`config.mk`:
```
export PLATFORM = sky130hd
export DESIGN_NAME = header_length_frame_receiver
export DESIGN_NICKNAME = d
export VERILOG_FILES = /design/src/rtl/hlfr_pkg.sv /design/src/rtl/hlfr_decode.sv /design/src/rtl/header_length_frame_receiver.sv
export SDC_FILE = /design/constraint.sdc
export NUM_CORES = 1
export LEC_CHECK = 0
export CORE_ASPECT_RATIO = 1.5
export CORE_MARGIN = 2
export CORE_UTILIZATION = 45
export DETAILED_ROUTE_END_ITERATION = 6
export DONT_BUFFER_PORTS = 1
export PLACE_DENSITY = 0.57
export SLEW_MARGIN = 5
export SYNTH_ARGS = -nofsm -noshare
export SYNTH_HDL_FRONTEND = slang
export SYNTH_SLANG_ARGS = --single-unit
```
`constraint.sdc`:
```
create_clock -name clk -period 3.9 [get_ports clk]
set_input_delay 0.975 -clock clk [delete_from_list [all_inputs] [get_ports clk]]
set_output_delay 0.975 -clock clk [all_outputs]
set_load 0.005 [all_outputs]
```
`src/rtl/hlfr_pkg.sv`:
```
`default_nettype none

package hlfr_pkg;

	// header byte is base + payload length
	localparam logic [7:0] HDR_BASE = 8'h80;
	localparam logic [7:0] HDR_FIRST = 8'h81;
	// header, target and source bytes counted ahead of the payload
	localparam int unsigned OVERHEAD_TAKEN = 3;
	localparam int unsigned MAX_PAYLOAD_DEF = 7;

	localparam int unsigned POS_W = 4;
	localparam int unsigned PLEN_W = 3;

	typedef struct packed {
		logic              accepted;
		logic [POS_W-1:0]  position;
		logic [7:0]        data_byte;
		logic              frame_done;
		logic              checksum_ok;
		logic [PLEN_W-1:0] payload_length;
	} hlfr_result_t;

endpackage

`default_nettype wire

```
`src/rtl/hlfr_decode.sv`:
```
`default_nettype none

module hlfr_decode #(
	parameter int unsigned MAX_PAYLOAD = hlfr_pkg::MAX_PAYLOAD_DEF,
	parameter int unsigned LEN_W = $clog2(MAX_PAYLOAD + 1),
	parameter int unsigned IDX_W = $clog2(MAX_PAYLOAD + hlfr_pkg::OVERHEAD_TAKEN + 1)
) (
	input  wire logic [7:0]       rx_byte,
	input  wire logic [IDX_W-1:0] idx,
	input  wire logic [LEN_W-1:0] len,
	input  wire logic [7:0]       sum,
	output hlfr_pkg::hlfr_result_t result,
	output logic [IDX_W-1:0]      idx_next,
	output logic [LEN_W-1:0]      len_next,
	output logic [7:0]            sum_next
);
	import hlfr_pkg::*;

	localparam logic [7:0] HDR_LAST = 8'(HDR_BASE + MAX_PAYLOAD);

	logic             is_hdr;
	logic [LEN_W-1:0] hdr_len;
	logic [IDX_W-1:0] limit;

	assign is_hdr = (rx_byte >= HDR_FIRST) && (rx_byte <= HDR_LAST);
	assign hdr_len = LEN_W'(rx_byte - HDR_BASE);
	assign limit = IDX_W'(len) + IDX_W'(OVERHEAD_TAKEN);

	always_comb begin
		result = '0;
		result.data_byte = rx_byte;
		idx_next = idx;
		len_next = len;
		sum_next = sum;
		if (idx == '0) begin
			// idle: only a header byte opens a frame
			if (is_hdr) begin
				result.accepted = 1'b1;
				result.payload_length = PLEN_W'(hdr_len);
				len_next = hdr_len;
				sum_next = rx_byte;
				idx_next = IDX_W'(1);
			end
		end else begin
			result.payload_length = PLEN_W'(len);
			if (idx < limit) begin
				result.accepted = 1'b1;
				result.position = POS_W'(idx);
				sum_next = sum + rx_byte;
				idx_next = idx + IDX_W'(1);
			end else begin
				// checksum byte closes the frame
				result.frame_done = 1'b1;
				result.checksum_ok = (sum == rx_byte);
				idx_next = '0;
			end
		end
	end

endmodule

`default_nettype wire

```
`src/rtl/header_length_frame_receiver.sv`:
```
`default_nettype none

// an accepted input beat is held in the input register and decoded, and its result beat is
// then offered from the result register
// throughput: one byte per cycle, sustained, with no stalls on the output side
// the frame state (index, length, sum) advances as a byte leaves the input register
// reset (arst_n low, asynchronous) empties both registers and returns to idle
module header_length_frame_receiver #(
	parameter int unsigned MAX_PAYLOAD = hlfr_pkg::MAX_PAYLOAD_DEF
) (
	input  wire logic                         clk,
	input  wire logic                         arst_n,
	input  wire logic                         in_valid,
	output logic                              in_ready,
	input  wire logic [7:0]                   rx_byte,
	output logic                              out_valid,
	input  wire logic                         out_ready,
	output logic                              accepted,
	output logic [hlfr_pkg::POS_W-1:0]        position,
	output logic [7:0]                        data_byte,
	output logic                              frame_done,
	output logic                              checksum_ok,
	output logic [hlfr_pkg::PLEN_W-1:0]       payload_length
);
	import hlfr_pkg::*;

	// length field needs to hold MAX_PAYLOAD, index needs to reach length + overhead
	localparam int unsigned LEN_W = $clog2(MAX_PAYLOAD + 1);
	localparam int unsigned IDX_W = $clog2(MAX_PAYLOAD + OVERHEAD_TAKEN + 1);

	// input register
	logic       valid_s1;
	logic [7:0] byte_s1;

	// frame state; index zero means idle
	logic [IDX_W-1:0] idx_q;
	logic [LEN_W-1:0] len_q;
	logic [7:0]       sum_q;

	// result register
	logic         valid_s2;
	hlfr_result_t result_s2;

	hlfr_result_t     result;
	logic [IDX_W-1:0] idx_next;
	logic [LEN_W-1:0] len_next;
	logic [7:0]       sum_next;
	logic             out_free;
	logic             step;

	// result register can load when empty or being drained this cycle
	assign out_free = !valid_s2 || out_ready;
	// a byte is decoded and the frame state moves on
	assign step = valid_s1 && out_free;
	// input register can load when empty or its byte moves on
	assign in_ready = !valid_s1 || out_free;

	hlfr_decode #(
		.MAX_PAYLOAD(MAX_PAYLOAD),
		.LEN_W(LEN_W),
		.IDX_W(IDX_W)
	) u_decode (
		.rx_byte(byte_s1),
		.idx(idx_q),
		.len(len_q),
		.sum(sum_q),
		.result(result),
		.idx_next(idx_next),
		.len_next(len_next),
		.sum_next(sum_next)
	);

	always_ff @(posedge clk or negedge arst_n) begin
		if (!arst_n) begin
			valid_s1 <= 1'b0;
			valid_s2 <= 1'b0;
			idx_q <= '0;
			len_q <= '0;
			sum_q <= '0;
		end else begin
			if (in_ready) begin
				valid_s1 <= in_valid;
			end
			if (out_free) begin
				valid_s2 <= valid_s1;
			end
			if (step) begin
				idx_q <= idx_next;
				len_q <= len_next;
				sum_q <= sum_next;
			end
		end
	end

	// payload registers, no reset
	always_ff @(posedge clk) begin
		if (in_ready && in_valid) begin
			byte_s1 <= rx_byte;
		end
		if (step) begin
			result_s2 <= result;
		end
	end

	assign out_valid = valid_s2;
	assign accepted = result_s2.accepted;
	assign position = result_s2.position;
	assign data_byte = result_s2.data_byte;
	assign frame_done = result_s2.frame_done;
	assign checksum_ok = result_s2.checksum_ok;
	assign payload_length = result_s2.payload_length;

endmodule

`default_nettype wire

```
==> impl_metrics.py <==
metrics = {
    "synth": {
        "synthTopCellsByArea": "edfxtp_1 36%, dfrtp_1 20%, ha_1 7.5%",
        "synth_nets": 201,
        "ys_async_sr_fraction": 0.395,
        "synth-main-ff-cell": "edfxtp_1",
        "syn_area_mm2": 0.00217,
        "seq_area_frac_synth": 0.556,
        "yosysWarnings": 0,
        "yosysUniqueCellTypes": 48,
        "synth_edf_count": 26,
        "synth_top_area_frac": 0.360,
        "synth-seq-cells": 43,
        "synth_top_cell_by_area": "edfxtp_1",
        "syn_avg_cell_area_um2": 12.4,
        "synth_cells": 175,
    },
    "detailed_routing": {
        "antenna_left": 0,
        "routed.top_layer": "met4",
        "wl_met2_um": 2350,
        "wirelength_um": 4360,
        "vias_per_cell": 5.49,
        "avgRoutedWirePerCell_um": 17.6,
        "vias": 1357,
        "drt-met1-wl_um": 1820,
        "wl_met3_um": 97,
        "drc": 0,
        "first_pass_iters": 4,
        "drt_iter0_drc": 73,
    },
    "critical_path": {
        "critPathBufInv": 1,
        "crit_start": "len_q[0]$_DFFE_PN0P_",
        "r2r-start": "len_q[0]$_DFFE_PN0P_",
        "path_delay_family": "compound AO/OA/AOI/OAI gates",
        "rr_worst_depth": 9,
        "critical_path.most_common_cell": "ha_1",
        "start_kind": "flop",
        "crit_chain": "inv_1 -> ha_1 -> xor2_1 -> ha_1 -> o21ai_1 -> a22oi_4 -> nor2_2 -> o21a_1 -> mux2_4",
        "crit_type": "flop to flop",
        "required_ns": 4.08,
        "r2r_slack_ns": 1.39,
        "path_max_fanout": 9,
        "slowest_delay_ns": 0.46,
        "cp.arrival_ns": 2.69,
        "end_kind": "flop",
        "crit_slowest_cell": "o21a_1",
        "reg2reg_to": "sum_q[3]$_DFFE_PN0P_",
    },
    "finish": {
        "final_layout_size_suffix_gt1_frac": 0.122,
        "finalInstanceArea_mm2": 0.00235,
        "finalCoreUtilization": 0.496,
        "area_growth_pct": 8.13,
        "antennaDiodeCount": 0,
        "nets": 206,
    },
    "sta": {
        "rsz0062_at_grt": "no",
        "fmax_mhz": 399,
        "hold_viol_final": 0,
        "fin_crit_ns": 2.51,
        "slew_violations": 0,
        "worstMarginPinSlew_ns": 0.475,
        "fin_tns_setup_ns": 0,
        "fin_crit_sh": 0.642,
        "hold_slack_ns": 0.364,
        "max-slew-margin-rel": 0.680,
        "skew_ns": 0.00518,
        "setup_viol": 0,
    },
    "power_and_ir_drop": {
        "vdd_ir_drop_max_v": 0.000425,
        "total_power_mw": 1.78,
        "powerDensity_mw_per_mm2": 760,
        "p_leak_nw": 0.942,
    },
    "clock_network": {
        "htreeDepth": 2,
        "numCtsBuffers": 5,
        "holdBufCountCts": 0,
        "post_cts_resized": 0,
        "cts_root_buf": "clkbuf_8",
        "clk_latency_ns": 0.29,
        "clk_pin_slew_worst_paths_ns": 0.08,
        "cts.sinks": 43,
        "cts_setup_buffers": 0,
        "cts_tree": "yes",
        "cts_buffer_depth": 2,
    },
    "run_status": {
        "outcome": "finished, final reports clean",
    },
    "global_routing": {
        "track_usage": 0.183,
        "overflow": 0,
        "grt_pass1_wl_um": 7180,
        "grt_pass1_vias": 1415,
        "grt_max_degree": 22,
        "antenna_found_initial": 0,
    },
    "die": {
        "die_w_um": 60.7,
        "dieArea_mm2": 0.00540,
        "row_count": 31,
        "die_h_um": 89.0,
        "core_mm2": 0.00473,
        "io-pin-count": 32,
        "initial_core_util": 0.458,
    },
    "hold_path": {
        "hold_class": "input port to async pin",
    },
    "placed_design": {
        "place_area_mm2": 0.00224,
        "place_hpwl_um": 3210,
        "numPortBuffers": 0,
        "place_congestion": 0.854,
    },
    "job": {
        "cap_violations": 0,
    },
}
-- power by group --
part / internal [mW] / switching (mW) / total, mW
Clock: 0.188 / 0.152 / 0.340
Combinational: 0.339 / 0.418 / 0.757
Sequential: 0.604 / 0.0828 / 0.687
Total: 1.13 / 0.653 / 1.78
-- state kept, by name, summed over array words and instances (netlist names) --
name	count
byte_s1	8
data_byte	8
sum_q	8
idx_q	4
position	4
len_q	3
payload_length	3
accepted	1
checksum_ok	1
frame_done	1
out_valid	1
valid_s1	1
-- synthesized netlist by cell type, drive strengths merged, types with 4 or more instances --
| library cell | n |
|---|---|
| a21oi | 6 |
| nor2 | 6 |
| inv | 12 |
| nor3 | 8 |
| nand3 | 4 |
| nand2 | 14 |
| dfrtp | 17 |
| o21ai | 15 |
| edfxtp | 26 |
| mux2 | 8 |
| ha | 13 |
-- metal layers --
layer	track usage	vias up
met2	0.316	20
met4	0.0791	0
met3	0.0405	8
met5	0	-
li1	-	650
met1	0.213	679
-- worst reg2reg max path: stages (launching register included) --
cell and delay [ns]:
dfrtp_1 0.38, inv_1 0.07, ha_1 0.20, xor2_1 0.15, ha_1 0.28, o21ai_1 0.20, a22oi_4 0.13, nor2_2 0.19
o21a_1 0.46, mux2_4 0.34
-- cells by family (layout without fill, tap and decap cells) --
family / count (synthesis) / in the layout / synth area share
AO/OA/AOI/OAI: 38 / 38 / 0.122
AND/OR/NAND/NOR: 51 / 51 / 0.131
adder cells (fa/ha/maj): 14 / 14 / 0.0842
flip-flops: 43 / 43 / 0.556
XOR/XNOR: 5 / 5 / 0.0202
multiplexers: 9 / 9 / 0.0565
buffers and inverters: 15 / 21 / 0.0306
-- area by class of cell --
| cell class | count | area [µm²] |
|---|---|---|
| clock buffers | 5 | 68.8 |
| clock inverters | 3 | 38.8 |
| fillers | 454 | 2390 |
| inverters | 12 | 45.0 |
| multi-input cells | 117 | 897 |
| flip-flops and latches | 43 | 1210 |
| well taps | 66 | 82.6 |
| repair buffers | 1 | 7.51 |
-- cell usage in the layout (no fill, tap or decap), types with 2 or more instances in the layout --
master	n
edfxtp_1	26
dfrtp_1	17
nand2_1	14
ha_1	13
inv_1	11
o21ai_0	9
nor3_1	7
o21ai_1	6
a21oi_1	6
mux2_4	6
clkbuf_8	5
nand3_1	4
nor2_1	4
xor2_1	3
nand2b_1	3
nor2b_1	3
nor4_1	2
o22ai_1	2
or3_1	2
and2_1	2
mux2_1	2
a21o_1	2
o21a_1	2
o211ai_1	2
xnor2_1	2
-- stage by stage --
| stage | setup slack, ns | cells |
|---|---|---|
| floorplan | 1.72 | 175 |
| global placement | 1.35 | 239 |
| detailed placement | 1.28 | 239 |
| CTS | 1.38 | 247 |
| global route | 1.20 | 247 |
| finish | 1.39 | 247 |
-- how the worst max path moves through the flow --
stage | cells after the start | to | slack [ns]
after global routing | 9 | sum_q[3]$_DFFE_PN0P_ | 1.20
after CTS | 9 | sum_q[4]$_DFFE_PN0P_ | 1.38
after floorplan | 6 | sum_q[0]$_DFFE_PN0P_ | 1.72
after detailed placement | 5 | sum_q[3]$_DFFE_PN0P_ | 1.28
final | 9 | sum_q[3]$_DFFE_PN0P_ | 1.39
after global placement | 5 | sum_q[2]$_DFFE_PN0P_ | 1.35
Note: power is estimated with default switching activity, not from simulation.
